$ cat config.mk
export PLATFORM = sky130hd
export DESIGN_NAME = fifo_queue_with_search
export DESIGN_NICKNAME = d
export VERILOG_FILES = /design/src/hdl/fqs_pkg.sv /design/src/hdl/fifo_queue_with_search.sv /design/src/hdl/fqs_ram.sv /design/src/hdl/fqs_dp.sv /design/src/hdl/fqs_ctrl.sv
export SDC_FILE = /design/constraint.sdc
export NUM_CORES = 1
export LEC_CHECK = 0
export ABC_AREA = 1
export BUFFER_PORTS_ARGS = -buffer_cell sky130_fd_sc_hd__clkbuf_2
export CORE_ASPECT_RATIO = 2
export CORE_UTILIZATION = 50
export CTS_CLUSTER_DIAMETER = 200
export DETAILED_ROUTE_END_ITERATION = 16
export PLACE_DENSITY = 0.66
export SETUP_SLACK_MARGIN = 0.5
export SLEW_MARGIN = 15
export SYNTH_ARGS = -nofsm -noshare
export SYNTH_HDL_FRONTEND = slang
export SYNTH_HIERARCHICAL = 1
export SYNTH_SLANG_ARGS = --single-unit
export TNS_END_PERCENT = 10
$ cat constraint.sdc
create_clock -name clk -period 4.1 [get_ports clk]
set_input_delay 0.205 -clock clk [delete_from_list [all_inputs] [get_ports clk]]
set_output_delay 0.205 -clock clk [all_outputs]
set_load 0.03 [all_outputs]
$ cat src/hdl/fqs_pkg.sv
// ----------------------------------------------------------------------------
// fqs_pkg
// Shared types and constants for the FIFO queue with linear search.
// ----------------------------------------------------------------------------
package fqs_pkg;

  localparam int DEPTH_DEF      = 16;
  localparam int VALUE_BITS_DEF = 32;

  localparam int CMD_W   = 2;
  localparam int VALUE_W = 32;
  localparam int POS_W   = 4;
  localparam int CNT_W   = 5;

  typedef enum logic [CMD_W-1:0] {
    CMD_INSERT = 2'd0,
    CMD_REMOVE = 2'd1,
    CMD_SEARCH = 2'd2,
    CMD_CLEAR  = 2'd3
  } cmd_t;

  typedef enum logic [1:0] {
    ST_IDLE,
    ST_SCAN,
    ST_PUSH
  } state_t;

  // controller -> datapath
  typedef struct packed {
    logic accept;     // input transaction taken this cycle
    cmd_t op;         // its command
    logic scan_step;  // search scan in progress
    logic load_out;   // move result into output register
  } ctrl_cmd_t;

  // datapath -> controller
  typedef struct packed {
    logic empty;
    logic scan_done;
  } dp_stat_t;

endpackage

$ cat src/hdl/fifo_queue_with_search.sv
// ----------------------------------------------------------------------------
// fifo_queue_with_search
// FIFO queue of signed values in a ring RAM, with a linear search command.
// ----------------------------------------------------------------------------
// Usage:
//   Input channel (in_valid/in_ready): in_command selects insert, remove head,
//   search or clear; in_value is the value to insert or search for.
//   Output channel (out_valid/out_ready): one result transaction per command
//   with success, found, position (from head) and the count after the command.
// Timing:
//   One command is in flight at a time; in_ready is high when the controller
//   is idle, even while the previous result still waits in the output register.
//   Insert, remove and clear: the result is registered in the result registers,
//   then loaded into the output register in the push state before idle.
//   Search: scan reads one RAM entry per cycle through the registered read
//   port; a hit ends the scan early. An empty-queue search skips the scan and
//   goes straight to the push state.
// Reset (rst_n, synchronous, active low): queue empty, pointers zero, no
//   result pending. RAM contents are not cleared; only live entries are read.
// Stall: if out_ready is low the result holds in the output register and the
//   controller waits in its push state before taking another command.
// ----------------------------------------------------------------------------
module fifo_queue_with_search #(
  parameter int DEPTH      = fqs_pkg::DEPTH_DEF,
  parameter int VALUE_BITS = fqs_pkg::VALUE_BITS_DEF
) (
  input  logic                               clk,
  input  logic                               rst_n,
  input  logic                               in_valid,
  output logic                               in_ready,
  input  logic [fqs_pkg::CMD_W-1:0]          in_command,
  input  logic signed [fqs_pkg::VALUE_W-1:0] in_value,
  output logic                               out_valid,
  input  logic                               out_ready,
  output logic                               out_success,
  output logic                               out_found,
  output logic [fqs_pkg::POS_W-1:0]          out_position,
  output logic [fqs_pkg::CNT_W-1:0]          out_count
);
  import fqs_pkg::*;

  ctrl_cmd_t cmd;   // controller commands to datapath
  dp_stat_t  stat;  // datapath status: empty, scan finished

  // Controller: handshake and sequencing only.
  fqs_ctrl u_ctrl (
    .clk        (clk),
    .rst_n      (rst_n),
    .in_valid   (in_valid),
    .in_ready   (in_ready),
    .in_command (in_command),
    .out_valid  (out_valid),
    .out_ready  (out_ready),
    .stat       (stat),
    .cmd        (cmd)
  );

  // Datapath: ring pointers, entry RAM, pipelined compare, result registers.
  fqs_dp #(
    .DEPTH      (DEPTH),
    .VALUE_BITS (VALUE_BITS)
  ) u_dp (
    .clk          (clk),
    .rst_n        (rst_n),
    .cmd          (cmd),
    .in_value     (in_value),
    .stat         (stat),
    .out_success  (out_success),
    .out_found    (out_found),
    .out_position (out_position),
    .out_count    (out_count)
  );

endmodule

$ cat src/hdl/fqs_ram.sv
// ----------------------------------------------------------------------------
// fqs_ram
// Generic single-write, single-read RAM with registered read data.
// ----------------------------------------------------------------------------
module fqs_ram #(
  parameter int WIDTH = 32,
  parameter int DEPTH = 16
) (
  input  logic                     clk,
  input  logic                     we,
  input  logic [$clog2(DEPTH)-1:0] waddr,
  input  logic [WIDTH-1:0]         wdata,
  input  logic [$clog2(DEPTH)-1:0] raddr,
  output logic [WIDTH-1:0]         rdata
);

  logic [WIDTH-1:0] mem [DEPTH];
  logic [WIDTH-1:0] rdata_r;

  always_ff @(posedge clk) begin
    if (we) begin
      mem[waddr] <= wdata;
    end
    rdata_r <= mem[raddr];
  end

  assign rdata = rdata_r;

endmodule

$ cat src/hdl/fqs_dp.sv
// ----------------------------------------------------------------------------
// fqs_dp
// Queue datapath: ring pointers, entry RAM, search scan and result registers.
// ----------------------------------------------------------------------------
module fqs_dp #(
  parameter int DEPTH      = fqs_pkg::DEPTH_DEF,
  parameter int VALUE_BITS = fqs_pkg::VALUE_BITS_DEF
) (
  input  logic                               clk,
  input  logic                               rst_n,
  input  fqs_pkg::ctrl_cmd_t                 cmd,
  input  logic signed [fqs_pkg::VALUE_W-1:0] in_value,
  output fqs_pkg::dp_stat_t                  stat,
  output logic                               out_success,
  output logic                               out_found,
  output logic [fqs_pkg::POS_W-1:0]          out_position,
  output logic [fqs_pkg::CNT_W-1:0]          out_count
);
  import fqs_pkg::*;

  localparam int AW = $clog2(DEPTH);
  localparam int CW = $clog2(DEPTH + 1);
  localparam logic [AW-1:0] LAST_IDX = AW'(DEPTH - 1);
  localparam logic [CW-1:0] FULL_CNT = CW'(DEPTH);

  function automatic logic [AW-1:0] next_idx(input logic [AW-1:0] p);
    next_idx = (p == LAST_IDX) ? '0 : p + 1'b1;
  endfunction

  logic [AW-1:0]         head_r, head_nxt;
  logic [AW-1:0]         tail_r, tail_nxt;
  logic [CW-1:0]         count_r, count_nxt;
  logic [AW-1:0]         rd_ptr_r, rd_ptr_nxt;
  logic [CW-1:0]         issue_cnt_r, issue_cnt_nxt;
  logic                  cmp_vld_r, cmp_vld_nxt;
  logic [AW-1:0]         cmp_idx_r, cmp_idx_nxt;
  logic [VALUE_BITS-1:0] key_r, key_nxt;
  logic                  res_success_r, res_success_nxt;
  logic                  res_found_r, res_found_nxt;
  logic [POS_W-1:0]      res_pos_r, res_pos_nxt;
  logic                  out_success_r;
  logic                  out_found_r;
  logic [POS_W-1:0]      out_position_r;
  logic [CNT_W-1:0]      out_count_r;

  logic signed [63:0]    val_sx;
  logic [VALUE_BITS-1:0] val_in;
  logic [VALUE_BITS-1:0] rd_data;
  logic                  ram_we;
  logic                  full;
  logic                  hit;
  logic                  last;
  logic [31:0]           cmp_idx_wide;
  logic [31:0]           count_wide;

  // sign-extend then keep the stored width
  assign val_sx = 64'(in_value);
  assign val_in = val_sx[VALUE_BITS-1:0];

  assign full   = (count_r == FULL_CNT);
  assign ram_we = cmd.accept && (cmd.op == CMD_INSERT) && !full;

  fqs_ram #(
    .WIDTH (VALUE_BITS),
    .DEPTH (DEPTH)
  ) u_ram (
    .clk   (clk),
    .we    (ram_we),
    .waddr (tail_r),
    .wdata (val_in),
    .raddr (rd_ptr_r),
    .rdata (rd_data)
  );

  // compare stage sees RAM data for entry cmp_idx_r
  assign hit          = cmp_vld_r && (rd_data == key_r);
  assign last         = cmp_vld_r && ((CW'(cmp_idx_r) + CW'(1)) == count_r);
  assign cmp_idx_wide = 32'(cmp_idx_r);
  assign count_wide   = 32'(count_r);

  assign stat.empty     = (count_r == '0);
  assign stat.scan_done = hit || last;

  always_comb begin
    head_nxt        = head_r;
    tail_nxt        = tail_r;
    count_nxt       = count_r;
    rd_ptr_nxt      = rd_ptr_r;
    issue_cnt_nxt   = issue_cnt_r;
    cmp_vld_nxt     = cmp_vld_r;
    cmp_idx_nxt     = cmp_idx_r;
    key_nxt         = key_r;
    res_success_nxt = res_success_r;
    res_found_nxt   = res_found_r;
    res_pos_nxt     = res_pos_r;

    if (cmd.accept) begin
      res_success_nxt = 1'b1;
      res_found_nxt   = 1'b0;
      res_pos_nxt     = '0;
      case (cmd.op)
        CMD_INSERT: begin
          if (full) begin
            res_success_nxt = 1'b0;
          end else begin
            tail_nxt  = next_idx(tail_r);
            count_nxt = count_r + 1'b1;
          end
        end
        CMD_REMOVE: begin
          if (count_r == '0) begin
            res_success_nxt = 1'b0;
          end else begin
            head_nxt  = next_idx(head_r);
            count_nxt = count_r - 1'b1;
          end
        end
        CMD_SEARCH: begin
          key_nxt       = val_in;
          rd_ptr_nxt    = head_r;
          issue_cnt_nxt = '0;
          cmp_vld_nxt   = 1'b0;
        end
        CMD_CLEAR: begin
          head_nxt  = '0;
          tail_nxt  = '0;
          count_nxt = '0;
        end
        default: begin
          res_success_nxt = 1'b1;
        end
      endcase
    end else if (cmd.scan_step) begin
      // issue next read while comparing the previous one
      if (issue_cnt_r < count_r) begin
        rd_ptr_nxt    = next_idx(rd_ptr_r);
        issue_cnt_nxt = issue_cnt_r + 1'b1;
        cmp_vld_nxt   = 1'b1;
        cmp_idx_nxt   = issue_cnt_r[AW-1:0];
      end else begin
        cmp_vld_nxt = 1'b0;
      end
      if (hit) begin
        res_found_nxt = 1'b1;
        res_pos_nxt   = cmp_idx_wide[POS_W-1:0];
      end
    end
  end

  always_ff @(posedge clk) begin
    if (!rst_n) begin
      head_r    <= '0;
      tail_r    <= '0;
      count_r   <= '0;
      cmp_vld_r <= 1'b0;
    end else begin
      head_r    <= head_nxt;
      tail_r    <= tail_nxt;
      count_r   <= count_nxt;
      cmp_vld_r <= cmp_vld_nxt;
    end
  end

  always_ff @(posedge clk) begin
    rd_ptr_r      <= rd_ptr_nxt;
    issue_cnt_r   <= issue_cnt_nxt;
    cmp_idx_r     <= cmp_idx_nxt;
    key_r         <= key_nxt;
    res_success_r <= res_success_nxt;
    res_found_r   <= res_found_nxt;
    res_pos_r     <= res_pos_nxt;
    if (cmd.load_out) begin
      out_success_r  <= res_success_r;
      out_found_r    <= res_found_r;
      out_position_r <= res_pos_r;
      out_count_r    <= count_wide[CNT_W-1:0];
    end
  end

  assign out_success  = out_success_r;
  assign out_found    = out_found_r;
  assign out_position = out_position_r;
  assign out_count    = out_count_r;

`ifndef SYNTHESIS
  a_count_bound: assert property (@(posedge clk) disable iff (!rst_n)
    count_r <= FULL_CNT)
    else $error("entry count above depth");

  a_issue_bound: assert property (@(posedge clk) disable iff (!rst_n)
    cmd.scan_step |-> issue_cnt_r <= count_r)
    else $error("scan issued past live entries");
`endif

endmodule

$ cat src/hdl/fqs_ctrl.sv
// ----------------------------------------------------------------------------
// fqs_ctrl
// Controller FSM: input handshake, search scan sequencing, output valid.
// ----------------------------------------------------------------------------
module fqs_ctrl (
  input  logic                          clk,
  input  logic                          rst_n,
  input  logic                          in_valid,
  output logic                          in_ready,
  input  logic [fqs_pkg::CMD_W-1:0]     in_command,
  output logic                          out_valid,
  input  logic                          out_ready,
  input  fqs_pkg::dp_stat_t             stat,
  output fqs_pkg::ctrl_cmd_t            cmd
);
  import fqs_pkg::*;

  state_t state_r, state_nxt;
  logic   out_valid_r, out_valid_nxt;
  logic   accept;
  logic   out_free;

  assign in_ready = (state_r == ST_IDLE);
  assign accept   = in_valid && in_ready;
  assign out_free = !out_valid_r || out_ready;

  always_ff @(posedge clk) begin
    if (!rst_n) begin
      state_r     <= ST_IDLE;
      out_valid_r <= 1'b0;
    end else begin
      state_r     <= state_nxt;
      out_valid_r <= out_valid_nxt;
    end
  end

  always_comb begin
    state_nxt     = state_r;
    out_valid_nxt = out_valid_r && !out_ready;
    cmd.accept    = accept;
    cmd.op        = cmd_t'(in_command);
    cmd.scan_step = 1'b0;
    cmd.load_out  = 1'b0;
    case (state_r)
      ST_IDLE: begin
        if (accept) begin
          if ((cmd_t'(in_command) == CMD_SEARCH) && !stat.empty) begin
            state_nxt = ST_SCAN;
          end else begin
            state_nxt = ST_PUSH;
          end
        end
      end
      ST_SCAN: begin
        cmd.scan_step = 1'b1;
        if (stat.scan_done) begin
          state_nxt = ST_PUSH;
        end
      end
      ST_PUSH: begin
        if (out_free) begin
          cmd.load_out  = 1'b1;
          out_valid_nxt = 1'b1;
          state_nxt     = ST_IDLE;
        end
      end
      default: begin
        state_nxt = ST_IDLE;
      end
    endcase
  end

  assign out_valid = out_valid_r;

`ifndef SYNTHESIS
  a_no_overwrite: assert property (@(posedge clk) disable iff (!rst_n)
    cmd.load_out |-> (!out_valid_r || out_ready))
    else $error("output register overwritten before taken");

  a_one_in_flight: assert property (@(posedge clk) disable iff (!rst_n)
    accept |=> !in_ready)
    else $error("second transaction taken while one in flight");

  a_valid_from_push: assert property (@(posedge clk) disable iff (!rst_n)
    $rose(out_valid_r) |-> $past(state_r == ST_PUSH))
    else $error("result presented without push");
`endif

endmodule

==> impl_results.md, run 1 <==
- Routed WL: 65,100 um
- Core Rows: 119
- Final period util: 69.1%
- Die X-Extent: 166 um
- CP peak stage delay: 0.61 ns
- Top cell by count, worst path: inv_1
- Fraction of layout instances using a drive strength above 1: 7.87%
- Drt wl/cell: 19.7 um
- Worst vdd ir: 0.350 mV
- Hold_ws: 0.0352 ns
- Final setup viols: 0
- Classification of the worst setup path: flop to flop
- Post-synthesis register bit count: 623
- Slew margin rel.: 21.9%
- Worst Setup End Kind: flop
- Clock slew at reported path FFs: 0.07 ns
- Post-synth top area cell: edfxtp_1
- Min cycle time layout: 2.83 ns
- Grt total ovfl: 0
- Power Total: 13.7 mW
- Area delta synth->final: 9.83%
- Crit path DAT: 3.13 ns
- Placed Instance Area: 27,600 um^2
- ANT nets after route: 0
- Num CTS Buffers: 51
- CTS tree: done
- Crit path cell chain: nor2_2 > inv_1 > nor2_1 > inv_1 > nor3_1 > nand2_1 > inv_1 > nand3_1 > nor2_4 > buf_12
- Port-buffer cells: 50
- Crit Path Max Fanout: 17
- Max H-tree Level: 2
- Starting Density: 50.8%
- Worst Hold Class: input port to flop
- Worst Max-Slew Pin Slew: 1.17 ns
- Max Cap Viol: 0
- Largest cells by area after synthesis: edfxtp_1 (64%), nand2_1 (11%), nand3_1 (7.7%)
- Pwr dens: 467 nW/um^2
- Commonest non-fill, non-tap cell in the layout: nand2_1
- Status: finished, violations left
- Detailed-route DRC error count: 2
- Layout Nets: 2,653
- Antenna cells: 0
- First DRT Iteration DRCs: 1,428
- Final Cell Area: 29,400 um^2
- Post-Place Setup Slack: 1.31 ns
- Startpoint Class: flop
- Final setup margin: 1.27 ns
- Via count: 17,500
- Multi-input gate area: 6160 um^2
- Top cell type's share of synthesized area: 63.9%
- Avg Cell Area, Syn: 10.4 um^2
- Clk_skew: 0.0202 ns
- Final GP Congestion: 0.868
- DRT Pass-1 Iters: 12
- Clk root buf: clkbuf_16
- Violated checks: DRC
- Final Slew Violations: 0
- First-pass GRT wire length: 98,900 um
- Worst EP required: 4.40 ns
- Post-synthesis instance area: 26,800 um^2
- Core box area: 52,700 um^2
- Clock sink count: 623
- Pleak: 12.5 nW
- Clk_lat worst skew: 0.60 ns
- Net Count, Synth: 2,622
- Post-DP HPWL: 39,500 um
- Distinct cells, synth: 39
- RSZ-0062 raised after global routing: no
- Synthesis warning total: 6
- DIE AREA: 54,500 um^2
- Largest net degree at the start of global routing: 207
- Initial antenna violation count: 0
- Maximum clock rate: 353 MHz
- # IOs: 51
- Final hold violation count: 0
- Final TNS setup: 0 ns
- Slowest stage cell, crit path: nor2_4
- Layout fillers: 4,508
- Routed vias/inst: 5.30
- Most frequent cells in the layout: nand2_1 (773), edfxtp_1 (569), inv_1 (470)
- GRT Total Usage: 24.6%
- Sequential cell area: 18,200 um^2
- Die span in y: 329 um
- CTS max path bufs: 3
- Vias in the first global route: 17,200
- Sequential element share of the synthesized area: 67.9%
- Cells after Synth: 2,571
-- power by group --
part	internal [mW]	leakage [nW]	switching (mW)	total, mW
combinational	0.400	6.04	1.09	1.49
clock	2.83	0.838	2.22	5.05
sequential	7.10	5.58	0.0921	7.20
-- final timing paths --
| kind | from | end | slack (ns) | cells after the start |
|---|---|---|---|---|
| worst min register to register | u_dp/res_success_r | u_dp/out_success | 0.44 | 0 |
| worst min-delay path | in_command[1] | u_dp/head_r[1] | 0.04 | 4 |
| worst max register to register | u_ctrl/state_r[1] | u_dp/u_ram/mem[3][8] | 1.27 | 10 |
| worst max-delay path | u_ctrl/state_r[1] | u_dp/u_ram/mem[3][8] | 1.27 | 10 |
-- state kept, by name, indices dropped and copies added, names as in the netlist, 4 cells and up --
register	cells
u_dp/count_r	5
u_dp/res_pos_r	4
u_dp/u_ram/mem	512
u_dp/u_ram/rdata	32
u_dp/tail_r	4
u_dp/head_r	4
u_dp/key_r	32
u_dp/out_count	5
u_dp/issue_cnt_r	5
u_dp/rd_ptr_r	4
u_dp/out_position	4
u_dp/cmp_idx_r	4
-- through the flow --
| step | util (%) | cells |
|---|---|---|
| 6_report | 55.7 | 3309 |
| 5_1_grt | 55.7 | 3309 |
| 4_1_cts | 55.7 | 3309 |
| 3_5_place_dp | 52.4 | 3212 |
| 3_3_place_gp | 52.4 | 3212 |
| 2_1_floorplan | - | 2571 |
-- metal layers --
metal | up-vias | track usage (%) | share of wire [%]
li1 | 8323 | - | -
met1 | 8498 | 29.6 | 38
met2 | 558 | 43.8 | 53
met3 | 147 | 2.51 | 5.1
met4 | 0 | 10.8 | 4.1
met5 | - | 0 | 0
-- cell usage after synthesis --
cell,n
nor2_1,68
nor2_2,6
o21a_1,1
inv_1,473
o221ai_1,1
nor3_1,4
a211oi_1,3
nand3b_1,3
nor2_4,1
xnor2_1,13
buf_1,16
a21oi_1,16
buf_6,26
o21ai_1,1
o21ai_0,16
o22ai_1,2
fa_1,1
nand3_2,3
nand3_1,409
or2_1,1
xor2_1,7
nor3b_1,2
a21boi_0,1
inv_2,4
buf_4,15
nor2_8,1
inv_6,1
buf_12,1
nand2_2,5
dfxtp_1,54
nand2_1,773
ha_1,12
or2_2,2
nand4_1,7
buf_8,1
clkbuf_1,10
buf_2,41
nand3_4,1
edfxtp_1,569
-- worst max-delay path, delay by kind of cell (launching register included) --
family	cells	cell delay (ns)
buffers and inverters	4	0.56
AND/OR/NAND/NOR	6	1.62
flip-flops	1	0.34
-- area by class of cell --
cell class                 instances  area share [%]
sequential                       623            61.8
inverter                         478            6.14
clock inverter                    29            1.02
timing repair buffer              88            2.35
tap                              665            2.83
clock buffer                      66            4.85
multi-input combinational       1360            21.0
-- kinds of logic after synthesis --
group / after synthesis / synth area share (%)
AO/OA/AOI/OAI: 41 / 0.837
AND/OR/NAND/NOR: 1286 / 20.5
XOR/XNOR: 20 / 0.655
flip-flops: 623 / 67.9
buffers and inverters: 588 / 9.50
adder cells (fa/ha/maj): 13 / 0.636
-- what timing repair did --
action                                 CTS  global route
gates resized for setup                  0             0
endpoints found under the hold margin    4             0
setup buffers                            0             0
setup endpoints to repair                0             0
hold buffers                             2             0
Power figures use the tool's default switching activity.
==> run 2: changes to the inputs <==
ABC_AREA = 0   (was 1)
clock period = 2.79 ns   (was 4.1 ns; I/O delays follow)
==> run 2 against run 1 <==
The run now ends clean. Critical endpoint is now u_dp/u_ram/mem[0][14]. Largest cell class unchanged. Core utilization is 3.3 points higher. Via count is 34% lower. Sequential power is 44% higher. Highest routed layer unchanged.
==> impl_results.md, run 2 <==
- Worst Hold Class: input port to flop
- Crit path DAT: 2.61 ns
- Routed WL: 54,200 um
- Clk root buf: clkbuf_16
- Starting Density: 50.5%
- Detailed-route DRC error count: 0
- Fraction of layout instances using a drive strength above 1: 30.0%
- Core box area: 46,700 um^2
- Final GP Congestion: 0.803
- Layout Nets: 1,345
- Sequential share of power: 55.8%
- First-pass GRT wire length: 78,300 um
- Status: completed
- Placed Instance Area: 25,300 um^2
- Gate power share: 5.3%
- Initial antenna violation count: 0
- Post-DP HPWL: 33,300 um
- Crit path from: u_ctrl/state_r[1]
- Pwr dens: 674 nW/um^2
- Worst R2R Start: u_ctrl/state_r[1]
- Worst vdd ir: 0.578 mV
- Async S/R FF share, synth: 0%
- Startpoint Class: flop
- Clock slew at reported path FFs: 0.07 ns
- Area delta synth->final: 16.8%
- Synthesis warning total: 6
- DIE AREA: 48,100 um^2
- Final period util: 83.3%
- GRT Total Usage: 22.9%
- Sequential element share of the synthesized area: 77.0%
- Max reg flops: 512
- Net Count, Synth: 1,195
- Commonest cells in the netlist: edfxtp_1 (569), mux4_2 (128), a22oi_1 (65), dfxtp_1 (54), nand2_1 (52)
- Die span in y: 309 um
- Largest net degree at the start of global routing: 42
- Post-Place Setup Slack: 0.232 ns
- Final setup margin: 0.466 ns
- Max H-tree Level: 2
- Clock share of power: 38.9%
- RR Endpoint: u_dp/u_ram/mem[0][14]
- Switch Pwr: 3.95 mW
- Num CTS Buffers: 50
- Most frequent cells in the layout: edfxtp_1 (569), mux4_2 (128), a22oi_1 (65)
- Switch share: 21.3%
- Final Cell Area: 27,600 um^2
- Most flops, register: u_dp/u_ram/mem
- Maximum clock rate: 430 MHz
- Worst EP required: 3.07 ns
- DRT Pass-1 Iters: 7
- Final Slew Violations: 0
- Post-synthesis instance area: 23,600 um^2
- Port-buffer cells: 50
- Worst Max-Slew Pin Slew: 0.815 ns
- Vias in the first global route: 12,300
- Pint: 14.6 mW
- ANT nets after route: 0
- Pleak: 9.01 nW
- Die X-Extent: 156 um
- Final setup viols: 0
- Slew margin rel.: 44.8%
- Grt total ovfl: 0
- Routed vias/inst: 5.89
- RSZ-0062 raised after global routing: yes
- Min cycle time layout: 2.32 ns
- Max Cap Viol: 0
- Hold_ws: 0.0156 ns
- Final Core Density: 59.0%
- Post-synthesis register bit count: 623
- Worst Hold Path Cells: 1
- First DRT Iteration DRCs: 998
- Worst Reg-to-Reg Cells: 7
- Crit Path Max Fanout: 17
- Largest cells by area after synthesis: edfxtp_1 (72%), mux4_2 (12%), dfxtp_1 (4.6%)
- Worst Setup End Kind: flop
- Min-delay src: in_value[1]
- Antenna cells: 0
- Primary FF master, synth: edfxtp_1
- CTS tree: done
- Distinct cells, synth: 60
- Clk_lat worst skew: 0.58 ns
- # IOs: 51
- Avg Cell Area, Syn: 20.6 um^2
- Final hold violation count: 0
- Count leader, synth: edfxtp_1
- Via count: 11,600
- Core Rows: 112
- Commonest non-fill, non-tap cell in the layout: edfxtp_1
- Top cell type's share of synthesized area: 72.5%
- Clock sink count: 623
- Number of synthesized flops with an enable pin: 569
- Cells after Synth: 1,144
- Hold Path Sink: u_dp/u_ram/mem[1][1]
- Reg2reg setup slack: 0.47 ns
- Clk_skew: 0.0208 ns
- Drt wl/cell: 27.6 um
- CTS max path bufs: 3
- Post-synth top area cell: edfxtp_1
- Classification of the worst setup path: flop to flop
==> run 2: timing repair <==
item / in CTS / in global routing
resized for setup: 10 / 16
cloned: 1 / 7
endpoints found under the setup margin: 497 / 321
hold buffers: 6 / 1
hold endpoints to repair: 97 / 1
pin swaps: 4 / 7
setup buffers: 5 / 8
==> run 2: kinds of logic (layout without fill, tap and decap cells) <==
logic type | after synthesis | count (layout) | share of synthesized area [%]
AOI/OAI and AO/OA | 111 | 111 | 3.51
xor gates and xnor gates | 40 | 40 | 1.49
adders and majority gates | 13 | 13 | 0.722
buffers and inverters | 69 | 261 | 1.33
DFF | 623 | 623 | 77.0
muxes | 136 | 136 | 12.6
and+or+nand+nor | 152 | 152 | 3.33
==> run 2: final cells by class <==
| type | instances | area [um^2] |
|---|---|---|
| sequential | 623 | 18200 |
| inverter | 17 | 66.3 |
| clock inverter | 33 | 360 |
| timing repair buffer | 150 | 1500 |
| clock buffer | 61 | 1330 |
| multi-input combinational | 452 | 5320 |
| fill | 3350 | 19100 |
| tap | 627 | 785 |
==> run 2: through the flow <==
stage          instances  setup TNS [ns]  total power [mW]
2_1_floorplan       1144          -19.94              11.1
3_3_place_gp        1841               0              11.5
3_5_place_dp        1841               0              11.5
4_1_cts             1947               0              18.7
5_1_grt             1963               0              19.1
6_report            1963               0              18.6
==> run 2: power groups by stage <==
stage / sequential (mW) / clock (mW) / combinational, mW
2_1_floorplan: 10.6 / 0 / 0.537
3_3_place_gp: 10.6 / 0 / 0.954
3_5_place_dp: 10.6 / 0 / 0.965
4_1_cts: 10.4 / 7.36 / 0.980
5_1_grt: 10.4 / 7.67 / 1.05
6_report: 10.4 / 7.23 / 0.979
==> run 2: worst max path at each step <==
stage	end	slack (ns)	cells past startpoint
finish	u_dp/u_ram/mem[0][14]	0.47	7
global route	u_ctrl/state_r[0]	0.39	8
CTS	u_dp/rd_ptr_r[2]	0.40	7
detailed placement	u_dp/u_ram/mem[5][30]	0.23	5
global placement	u_dp/u_ram/mem[5][30]	0.27	5
floorplan	u_dp/u_ram/mem[0][0]	-0.20	7
==> run 2: layer usage <==
| layer | GRT usage [%] | vias to the layer above | wire [um] |
|---|---|---|---|
| met1 | 25.9 | 6111 | 18700 |
| met4 | 8.32 | 0 | 1920 |
| li1 | - | 4979 | - |
| met3 | 2.23 | 101 | 2330 |
| met5 | 0 | - | 0 |
| met2 | 44.2 | 365 | 31200 |
==> run 2: worst max-delay path, cell delays in order (launching register included) <==
cell and delay, ns:
dfxtp_4 0.36, nor2_4 0.11, and2_4 0.17, inv_4 0.05
a2111oi_4 0.34, or3b_4 0.51, nor3_4 0.27, buf_12 0.22
